### src/design/bole_pkg.sv
// bole_pkg: shared widths, codes and cell command types for the bounded
// ordered list engine. No dependencies; used by every design file.
`timescale 1ns / 1ps

package bole_pkg;

    localparam int ACTION_W = 3;
    localparam int POS_W    = 9;
    localparam int VALUE_W  = 32;
    localparam int STATUS_W = 3;
    localparam int FOUND_W  = 8;
    localparam int COUNT_W  = 9;
    localparam int CAP_W    = 9;

    localparam int DEFAULT_DEPTH = 256;

    localparam logic [CAP_W-1:0]   CAP_RESET = 9'd256;
    localparam logic [VALUE_W-1:0] MIN_WORD  = 32'h8000_0000;

    // request actions
    localparam logic [ACTION_W-1:0] ACT_INS_FIRST = 3'd0;
    localparam logic [ACTION_W-1:0] ACT_INS_LAST  = 3'd1;
    localparam logic [ACTION_W-1:0] ACT_INS_AT    = 3'd2;
    localparam logic [ACTION_W-1:0] ACT_DELETE    = 3'd3;
    localparam logic [ACTION_W-1:0] ACT_SEARCH    = 3'd4;
    localparam logic [ACTION_W-1:0] ACT_UPDATE    = 3'd5;
    localparam logic [ACTION_W-1:0] ACT_READ      = 3'd6;
    localparam logic [ACTION_W-1:0] ACT_CLEAR     = 3'd7;

    // result status
    localparam logic [STATUS_W-1:0] ST_OK       = 3'd0;
    localparam logic [STATUS_W-1:0] ST_FULL     = 3'd1;
    localparam logic [STATUS_W-1:0] ST_EMPTY    = 3'd2;
    localparam logic [STATUS_W-1:0] ST_BADPOS   = 3'd3;
    localparam logic [STATUS_W-1:0] ST_NOTFOUND = 3'd4;

    // per-cell operation
    localparam logic [1:0] CELL_HOLD   = 2'd0;
    localparam logic [1:0] CELL_INSERT = 2'd1;
    localparam logic [1:0] CELL_DELETE = 2'd2;
    localparam logic [1:0] CELL_UPDATE = 2'd3;

    typedef struct packed {
        logic [1:0]         kind;
        logic [POS_W-1:0]   pos;
        logic [COUNT_W-1:0] count;
        logic [VALUE_W-1:0] data;
    } cell_cmd_t;

    typedef struct packed {
        logic               search;
        logic [VALUE_W-1:0] key;
        logic [POS_W-1:0]   pos;
        logic [COUNT_W-1:0] count;
    } lookup_t;

endpackage

### src/design/bole_cell.sv
// bole_cell: one list entry. Shifts from its neighbors on insert/delete,
// takes new data on update, and flags a lookup hit. Depends on bole_pkg.
`timescale 1ns / 1ps

module bole_cell #(
    parameter int INDEX = 0,
    parameter int CMPW  = 9
) (
    input  logic                           clk,
    input  bole_pkg::cell_cmd_t            cmd,
    input  bole_pkg::lookup_t              lookup,
    input  logic [bole_pkg::VALUE_W-1:0]   left_value,
    input  logic [bole_pkg::VALUE_W-1:0]   right_value,
    output logic [bole_pkg::VALUE_W-1:0]   value,
    output logic                           hit
);

    localparam logic [CMPW-1:0] IDX  = CMPW'(INDEX);
    localparam logic [CMPW-1:0] IDX1 = CMPW'(INDEX + 1);

    logic [bole_pkg::VALUE_W-1:0] value_reg;
    logic [bole_pkg::VALUE_W-1:0] value_next;
    logic [CMPW-1:0]              pos_x;
    logic [CMPW-1:0]              cnt_x;
    logic [CMPW-1:0]              lpos_x;
    logic [CMPW-1:0]              lcnt_x;

    assign pos_x  = CMPW'(cmd.pos);
    assign cnt_x  = CMPW'(cmd.count);
    assign lpos_x = CMPW'(lookup.pos);
    assign lcnt_x = CMPW'(lookup.count);

    always_comb
    begin
        value_next = value_reg;
        unique case (cmd.kind)
            bole_pkg::CELL_INSERT:
            begin
                if (IDX == pos_x)
                begin
                    value_next = cmd.data;
                end
                else if (IDX > pos_x && IDX <= cnt_x)
                begin
                    value_next = left_value;
                end
            end
            bole_pkg::CELL_DELETE:
            begin
                // the vacated last slot reads back as zero
                if (IDX1 == cnt_x)
                begin
                    value_next = '0;
                end
                else if (IDX >= pos_x && IDX1 < cnt_x)
                begin
                    value_next = right_value;
                end
            end
            bole_pkg::CELL_UPDATE:
            begin
                if (IDX == pos_x)
                begin
                    value_next = cmd.data;
                end
            end
            default:
            begin
                value_next = value_reg;
            end
        endcase
    end

    always_ff @(posedge clk)
    begin
        value_reg <= value_next;
    end

    assign value = value_reg;
    assign hit   = lookup.search ? (value_reg == lookup.key && IDX < lcnt_x)
                                 : (IDX == lpos_x);

endmodule

### config.mk
export PLATFORM = sky130hd
export DESIGN_NAME = bole_cell
export DESIGN_NICKNAME = d
export VERILOG_FILES = /design/src/design/bole_pkg.sv /design/src/design/bole_cell.sv
export SDC_FILE = /design/constraint.sdc
export NUM_CORES = 1
export LEC_CHECK = 0
export BUFFER_PORTS_ARGS = -buffer_cell sky130_fd_sc_hd__buf_2
export CORE_MARGIN = 2
export CORE_UTILIZATION = 39
export DETAILED_ROUTE_END_ITERATION = 8
export PLACE_DENSITY = 0.92
export SLEW_MARGIN = 10
export SYNTH_ARGS = -nofsm -noshare
export SYNTH_HDL_FRONTEND = slang
export SYNTH_SLANG_ARGS = --single-unit
export TNS_END_PERCENT = 50
### constraint.sdc
create_clock -name clk -period 4.7 [get_ports clk]
set_clock_uncertainty 0.1 [all_clocks]
set_input_delay 0.705 -clock clk [delete_from_list [all_inputs] [get_ports clk]]
set_output_delay 0.705 -clock clk [all_outputs]
set_load 0.1 [all_outputs]
* Word level (Yosys, flattened, before mapping)
Cells that the tools add are included.
Word-level totals: register bits 32, output and inout bits 33
Cells by class: $lt $le $gt $ge 5, equality and inequality tests 8, mux-type cells 7, reductions and logical operators 7
Operators by type and width (count):
- $mux 32 | 5
- $pmux 32 s3 | 1
- $eq 32x32->1 | 1
- $logic_not 9->1 | 2
- $lt 1x9->1 const A | 2
- $eq 1x9->1 const A | 1
- $ge 1x9->1 const A | 1
- $gt 1x9->1 const A | 1
- $le 1x9->1 const A | 1
- $ne 3x3->1 const B | 2
- $eq 2x2->1 const B | 2
- $reduce_and 4->1 | 1
- $logic_and 1x1->1 | 3
- $reduce_bool 3->1 | 1
- $eq 2x1->1 const B | 1
- $ne 2x2->1 const B | 1
- $mux 1 | 1

* Logic depth before layout (Yosys ltp)
Gate-level depths: netlist (run 1).
depth after elaboration 5, gate-level depth with buffers 7, depth with buffers taken out 5

* Worst setup path before layout (run 1)
OpenSTA, ideal clock, no wires.
path type flip-flop to output port, start point reg value_reg (netlist bit value[23]), end point out hit, arrival time 3.737 ns, required time 3.895 ns, setup slack 0.158 ns, stages on the path, launching flop included 6, buffers on the path 0, cells stage by stage edfxtp_1 -> xnor2_1 -> nand4_1 -> nor4_1 -> nand4_1 -> o21ai_0
On the way: cells in the longest elaborated chain, start to end 3
RTL lines:
- from (decl) | line bole_cell.sv:21 | logic [bole_pkg::VALUE_W-1:0] value_reg;
- from (signal assigned) | line bole_cell.sv:76 | value_reg <= value_next;
- $eq 32x32->1 | line bole_cell.sv:80 | assign hit = lookup.search ? (value_reg == lookup.key && IDX < lcnt_x)
- $logic_and 1x1->1 | line bole_cell.sv:80
- $mux 1 | line bole_cell.sv:80
- to (decl) | line bole_cell.sv:15 | output logic hit
Every way passes these cells.

* Final worst setup path (run 1)
start point in lookup[39] (netlist name), end point out hit
On the way: cells in the longest elaborated chain, start to end 3
RTL lines:
- from (decl) | line bole_cell.sv:11 | input bole_pkg::lookup_t lookup,
- $eq 32x32->1 | line bole_cell.sv:80
- $logic_and 1x1->1 | line bole_cell.sv:80
- $mux 1 | line bole_cell.sv:80
Every way passes these cells.

==> impl_metrics.env, run 1 <==
export IMPL_num_vias=2677
export IMPL_cts_htree_levels=2
export IMPL_final_nets=602
export IMPL_yosysMostFrequentCell="nor2_1"
export IMPL_area_growth_pct=43.91
export IMPL_powerDensity_mw_per_mm2=190.4
export IMPL_path_class="in -> out"
export IMPL_path_cells="buf_2 > xor2_1 > nor4_1 > nand4_1 > o21ai_0 > buf_2"
export IMPL_cpMaxStageDelayCell="nor4_1"
export IMPL_postSynthCellCount=244
export IMPL_dr_wl_met2_um=4343
export IMPL_setup_viol_count_final=0
export IMPL_fin_crit_sh_pct=65.32
export IMPL_io_pins=201
export IMPL_syn_area_mm2=0.002445
export IMPL_place_detailed_hpwl_um=6256
export IMPL_worst_path_most_repeated_cell="buf_2"
export IMPL_final_min_clock_period_ps=3070
export IMPL_antenna_left=0
export IMPL_grt_max_degree=68
export IMPL_status="finished clean"
export IMPL_yosysWarnings=0
export IMPL_cp_start_kind="input port"
export IMPL_regArea_um2=960.9
export IMPL_vias_per_cell=5.280
export IMPL_met1Wirelength_um=2905
export IMPL_critPathRequiredTime_ps=3890
export IMPL_clk_pin_slew_ps=60
export IMPL_route_final_wire_length_um=7900
export IMPL_ys_flop_type="edfxtp_1"
export IMPL_drtIter0Drc=91
export IMPL_hold_worst_slack_ps=634.5
export IMPL_antenna_cells=0
export IMPL_worstPathArrival_ps=2260
export IMPL_drc=0
export IMPL_tightest_slew_ps=1050
export IMPL_row_count=28
export IMPL_ys_types=23
export IMPL_start_util_pct=40.81
export IMPL_synthArstFlopShare_pct=0
export IMPL_place_area_mm2=0.003450
export IMPL_clk_path_buf_depth=2
export IMPL_drive_gt1_share_pct=54.40
export IMPL_drv_slew=0
export IMPL_min_delay_path_class="in -> reg"
export IMPL_gp_congestion=0.8475
export IMPL_p_leak_nw=1.575
export IMPL_overflow=0
export IMPL_grt_pass1_wl_um=12280
export IMPL_power_uw=669.8
export IMPL_wl_met3_um=533
export IMPL_yosysSeqAreaShare_pct=39.30
export IMPL_cts_resized=0
export IMPL_cts_sinks=32
export IMPL_fill_cells=522
export IMPL_final_area_mm2=0.003518
export IMPL_cts_setup_buffers=0
export IMPL_fin_setup_tns_ps=0
export IMPL_grt_pass1_vias=2669
export IMPL_dieWidth_um=83.18
export IMPL_cts_tree="done"
export IMPL_relSlewSlack_pct=29.97
export IMPL_rsz0062_at_grt="false"
export IMPL_dieArea_mm2=0.006918
export IMPL_largest_register_ffs=32
export IMPL_cts_root_buffer="clkbuf_8"
export IMPL_post_drt_wl_per_cell_um=15.58
export IMPL_hold_viol_final=0
export IMPL_cp_top_family="simple AND/OR/NAND/NOR gates"
export IMPL_ir_drop_mv=0.09006
export IMPL_fmax_mhz=325.7
export IMPL_cts_hold_buf=0
export IMPL_synth_fp_nets=412
export IMPL_multiInputGateArea_mm2=0.001383
export IMPL_final_util_pct=58.73
export IMPL_grtUsageTotal_pct=21.99
export IMPL_maxCapViolCount=0
export IMPL_endpoint_kind="primary output"
export IMPL_drtPass1Iterations=4
export IMPL_crit_buf_inv=2
export IMPL_top_layer="met4"
export IMPL_cp_max_fo=1
export IMPL_synth_edf_count=32
export IMPL_critPathMaxStageDelay_ps=550
export IMPL_die_h_um=83.18
export IMPL_port_buffers=200
export IMPL_antenna_found_initial=0
export IMPL_synth_commonest_cells="nor2_1 (36), a21oi_1 (32), edfxtp_1 (32)"
export IMPL_synth_area_top_cells="edfxtp_1 (39%), mux2_2 (11%), a22oi_1 (9.5%), a21oi_1 (6.6%), xnor2_1 (6.1%)"
export IMPL_avgSynthCellArea_um2=10.02
export IMPL_yosys_area_top_type="edfxtp_1"
export IMPL_synth_seq_cells=32
export IMPL_cts_made_buffers=5
export IMPL_yosysTopAreaCellShare_pct=39.30
export IMPL_core_area_mm2=0.005991
[metal layers]
| metal | up-vias | track usage [%] |
|---|---|---|
| met2 | 129 | 43.11 |
| met3 | 10 | 4.871 |
| met4 | 0 | 5.663 |
| met5 | - | 0 |
| met1 | 1239 | 23.43 |
| li1 | 1299 | - |
[path summary, 6_finish.rpt]
path | from | endpoint | slack [ps] | cells after the start
setup / recovery | lookup[39] | hit | 1630 | 6
hold / removal | cmd[25] | value[25] | 630 | 2
[final cells by class]
| type | count | share of cell area, % |
|---|---|---|
| sequential | 32 | 27.31 |
| clock buffer | 5 | 1.956 |
| tap | 75 | 2.667 |
| timing repair buffer | 201 | 28.66 |
| inverter | 1 | 0.1067 |
| multi-input combinational | 193 | 39.30 |
[through the flow]
stage | std cells | worst slack (ps)
after floorplan | 244 | 158.1
after global placement | 502 | 1642
after detailed placement | 502 | 1552
after CTS | 507 | 1610
after global routing | 507 | 1565
final | 507 | 1630
[logic make-up after synthesis]
family          synth area share (%)
mux                            14.43
buf+inv                        4.606
flops                          39.30
xor+xnor                       11.46
compound gates                 17.30
simple gates                   12.90
[where the power goes]
group	switching [mW]	total (mW)	internal (mW)	leakage, nW
combinational	0.0786	0.169	0.0902	1.25
clock	0.0871	0.182	0.0952	0.0359
sequential	0.000584	0.319	0.318	0.288
total	0.166	0.670	0.504	1.57
[cell usage in the layout (no fill, tap or decap)]
master / instances
a21oi_1: 32
a221o_1: 1
a22oi_1: 31
and3_1: 1
buf_2: 200
buf_4: 1
clkbuf_8: 5
edfxtp_1: 32
inv_1: 1
mux2_1: 7
mux2_2: 23
mux2_4: 1
nand2_1: 2
nand3_1: 3
nand3_4: 1
nand4_1: 6
nor2_1: 36
nor3_1: 3
nor4_1: 7
nor4_2: 3
o21ai_0: 3
o21ai_4: 1
xnor2_1: 17
xor2_1: 15
No activity file was read; power rests on OpenSTA's default activity.
==> inputs of run 2 (changes only) <==
- CORE_UTILIZATION: 39 -> 36
- PLACE_DENSITY: 0.92 -> 0.89
- clock period: 4.7 -> 2.58 ns (I/O delays scaled with it)
==> impl_metrics.env, run 2 (synthesis gave the netlist of run 1 again) <==
export IMPL_swShare_pct=26.12
export IMPL_tightest_slew_ps=587.2
export IMPL_hold_start="right_value[25]"
export IMPL_final_util_pct=54.61
export IMPL_p_seq_share_pct=46.0
export IMPL_drc=0
export IMPL_relSlewSlack_pct=60.85
export IMPL_cts_root_buffer="clkbuf_8"
export IMPL_dieArea_mm2=0.007467
export IMPL_drive_gt1_share_pct=56.33
export IMPL_cts_tree="done"
export IMPL_ir_drop_mv=0.2173
export IMPL_cts_htree_levels=2
export IMPL_p_int_uw=931.8
export IMPL_regArea_um2=960.9
export IMPL_final_min_clock_period_ps=2420
export IMPL_grt_max_degree=66
export IMPL_pwr_share_clk_pct=28.9
export IMPL_setup_viol_count_final=0
export IMPL_pwr_share_comb_pct=25.1
export IMPL_status="finished clean"
export IMPL_antenna_found_initial=0
export IMPL_place_detailed_hpwl_um=6717
export IMPL_cts_made_buffers=5
export IMPL_overflow=0
export IMPL_clk_pin_slew_ps=70
export IMPL_num_vias=2710
export IMPL_fmax_mhz=413.3
export IMPL_die_h_um=86.41
export IMPL_largest_register_ffs=32
export IMPL_gp_congestion=0.8352
export IMPL_io_pins=201
export IMPL_p_leak_nw=1.633
export IMPL_final_cell_mix="buf_2 (199), nor2_1 (36), a21oi_1 (32), edfxtp_1 (32), a22oi_1 (31)"
export IMPL_powerDensity_mw_per_mm2=345.7
export IMPL_cts_hold_buf=0
export IMPL_path_class="reg -> out"
export IMPL_cp_max_fo=2
export IMPL_route_final_wire_length_um=8197
export IMPL_grtUsageTotal_pct=20.88
export IMPL_endpoint_kind="primary output"
export IMPL_maxCapViolCount=0
export IMPL_cts_setup_buffers=0
export IMPL_min_delay_path_class="in -> reg"
export IMPL_row_count=30
export IMPL_core_area_mm2=0.006681
export IMPL_start_util_pct=36.59
export IMPL_port_buffers=200
export IMPL_final_nets=609
export IMPL_area_growth_pct=49.23
export IMPL_hold_viol_final=0
export IMPL_fill_cells=618
export IMPL_antenna_left=0
export IMPL_switching_power_uw=329.5
export IMPL_drtPass1Iterations=4
export IMPL_cp_startpoint="value[13]"
export IMPL_clk_path_buf_depth=2
export IMPL_final_common_cell="buf_2"
export IMPL_critPathRequiredTime_ps=2090
export IMPL_drv_slew=0
export IMPL_hold_depth=2
export IMPL_place_ws_ps=267.1
export IMPL_grt_pass1_vias=2759
export IMPL_post_drt_wl_per_cell_um=15.70
export IMPL_worstPathArrival_ps=1930
export IMPL_setup_slack_ps=160.4
export IMPL_antenna_cells=0
export IMPL_layout_cells_non_filler=522
export IMPL_vias_per_cell=5.192
export IMPL_grt_pass1_wl_um=12190
export IMPL_fin_crit_sh_pct=93.78
export IMPL_multiInputGateArea_mm2=0.001413
export IMPL_dp_cells=514
export IMPL_drtIter0Drc=127
export IMPL_dieWidth_um=86.41
export IMPL_rsz0062_at_grt="false"
export IMPL_cp_start_kind="flip-flop"
export IMPL_cts_sinks=32
[run 2: cell count changes in the layout (fill, tap and decap cells not counted), moves of 2 or more]
cell and change:
nor4_1 -3, nor4_2 +3, buf_4 +6, clkinv_2 +2, buf_12 +2
[run 2: layout make-up]
class | count | share of cell area [%]
tap | 80 | 2.743
clock inverter | 3 | 0.3772
clock buffer | 5 | 1.886
sequential | 32 | 26.34
timing repair buffer | 208 | 29.84
multi-input combinational | 193 | 38.72
inverter | 1 | 0.1029
[run 2: final timing paths]
path / endpoint
setup / recovery: hit
hold / removal: value[25]
[run 2: worst max-delay path: stages, from the launching register on]
cell and delay [ps]:
edfxtp_1 420, xor2_1 170, nor4_2 320, buf_4 170, nand4_1 140, o21ai_2 230, buf_12 200
[run 2: metrics by stage]
stage	area [µm²]	power [mW]	TNS, ps	hold WS (ps)
3_3_place_gp	3540	0.8902	0	602.2
4_1_cts	3622	1.278	0	311.5
2_1_floorplan	2452	0.7396	-395.3	501.2
5_1_grt	3649	1.331	0	334.8
3_5_place_dp	3540	0.9041	0	602.8
6_report	3649	1.261	0	328.9
[run 2: what timing repair did]
action                                 CTS  global route
endpoints found under the hold margin    0             0
setup endpoints to repair                0             1
gates resized for setup                  0             4
[run 2: routing by layer]
layer  track usage (%)  wire length (µm)  vias up
met1             23.27              3026     1237
met2             39.86              4433      135
met3             3.333               549       18
met4             7.102               187        0
li1                  -                 -     1320
met5                 0                 0        -
[run 2: power groups by stage]
stage	logic (mW)	clock network [mW]	registers, mW
3_3_place_gp	0.299	0	0.592
4_1_cts	0.314	0.384	0.580
2_1_floorplan	0.138	0	0.602
3_5_place_dp	0.312	0	0.592
6_report	0.317	0.364	0.580
5_1_grt	0.348	0.403	0.580
==> inputs of run 3 (changes only) <==
- RECOVER_POWER: default -> 50
==> impl_metrics.env, run 3 (synthesis gave the netlist of run 1 again) <==
export IMPL_status="finished clean"
export IMPL_antenna_cells=0
export IMPL_grtUsageTotal_pct=20.88
export IMPL_die_h_um=86.41
export IMPL_io_pins=201
export IMPL_grt_max_degree=66
export IMPL_final_min_clock_period_ps=2420
export IMPL_tightest_slew_ps=1213
export IMPL_core_area_mm2=0.006681
export IMPL_final_common_cell="buf_2"
export IMPL_drc=0
export IMPL_cts_root_buffer="clkbuf_8"
export IMPL_start_util_pct=36.59
export IMPL_clk_path_buf_depth=2
export IMPL_clk_pin_slew_ps=70
export IMPL_worstPathArrival_ps=1930
export IMPL_p_leak_nw=1.540
export IMPL_cts_tree="done"
export IMPL_cp_start_kind="flip-flop"
export IMPL_row_count=30
export IMPL_dieArea_mm2=0.007467
export IMPL_drtIter0Drc=132
export IMPL_antenna_found_initial=0
export IMPL_largest_register_ffs=32
export IMPL_place_detailed_hpwl_um=6717
export IMPL_final_nets=609
export IMPL_path_cells="xor2_1 > nor4_2 > buf_4 > nand4_1 > o21ai_2 > buf_12"
export IMPL_critPathRequiredTime_ps=2090
export IMPL_min_delay_path_class="in -> reg"
export IMPL_port_buffers=200
export IMPL_route_final_wire_length_um=8261
export IMPL_final_cell_mix="buf_2 (167), nor2_1 (36), clkbuf_1 (33), a21oi_1 (32), edfxtp_1 (32)"
export IMPL_setup_viol_count_final=0
export IMPL_place_area_mm2=0.003540
export IMPL_dieWidth_um=86.41
export IMPL_antenna_left=0
export IMPL_fin_crit_sh_pct=93.81
export IMPL_maxCapViolCount=0
export IMPL_vias_per_cell=5.203
export IMPL_multiInputGateArea_mm2=0.001406
export IMPL_relSlewSlack_pct=19.51
export IMPL_cts_sinks=32
export IMPL_endpoint_kind="primary output"
export IMPL_critPathMaxStageDelay_ps=430
export IMPL_ir_drop_mv=0.2171
export IMPL_path_class="reg -> out"
export IMPL_post_drt_wl_per_cell_um=15.83
export IMPL_rsz0062_at_grt="false"
export IMPL_gp_congestion=0.8352
export IMPL_drive_gt1_share_pct=48.64
export IMPL_cp_max_fo=2
export IMPL_cts_made_buffers=5
export IMPL_grt_pass1_wl_um=12190
export IMPL_fmax_mhz=413.2
export IMPL_num_vias=2716
export IMPL_layout_cells_non_filler=522
export IMPL_cpMaxStageDelayCell="edfxtp_1"
export IMPL_grt_pass1_vias=2759
export IMPL_cts_htree_levels=2
export IMPL_overflow=0
export IMPL_regArea_um2=960.9
export IMPL_area_growth_pct=47.19
export IMPL_final_area_mm2=0.003598
export IMPL_drtPass1Iterations=4
export IMPL_drv_slew=0
export IMPL_hold_viol_final=0
export IMPL_cts_setup_buffers=0
export IMPL_powerDensity_mw_per_mm2=350.5
export IMPL_dp_cells=514
export IMPL_fill_cells=641
run 3: final cells by class:
cell class | count | area share, %
multi-input combinational | 193 | 39.08
timing repair buffer | 208 | 29.03
sequential | 32 | 26.70
tap | 80 | 2.782
clock buffer | 5 | 1.912
clock inverter | 3 | 0.3825
inverter | 1 | 0.1043
run 3: timing repair:
action,CTS,global route
gates resized for setup,0,4
setup endpoints to repair,0,1
hold buffers,0,0
run 3: worst paths after layout:
path,start,endpoint,cells past startpoint,slack [ps]
worst min-delay path,right_value[25],value[25],2,330
worst max-delay path,value[13],hit,6,160
run 3: critical path, delay by kind of cell (launching register included):
| kind | cells | cell delay, ps |
|---|---|---|
| flops | 1 | 430 |
| xor+xnor | 1 | 180 |
| simple gates | 2 | 460 |
| buf+inv | 2 | 370 |
| compound gates | 1 | 230 |
run 3: per-layer routing:
| metal | GRT usage (%) | wire, µm | vias up |
|---|---|---|---|
| met2 | 39.86 | 4430 | 138 |
| met3 | 3.333 | 493 | 18 |
| met4 | 7.102 | 181 | 0 |
| met5 | 0 | 0 | - |
| li1 | - | - | 1320 |
| met1 | 23.27 | 3155 | 1240 |
run 3: per-stage QoR:
step           TNS, ps  total power, mW  hold WS, ps  utilization [%]  setup WS, ps
6_report             0            1.261        329.8            53.86         159.7
5_1_grt              0            1.330        334.8            53.86         11.68
4_1_cts              0            1.278        311.5            54.21         38.65
3_5_place_dp         0           0.9041        602.8            52.98         267.1
3_3_place_gp         0           0.8902        602.2            52.98         328.7
2_1_floorplan   -395.3           0.7396        501.2                -        -395.3
run 3: power by group:
group / switching (mW) / internal, mW
Combinational: 0.147 / 0.169
Clock: 0.182 / 0.183
Sequential: 0.00114 / 0.579
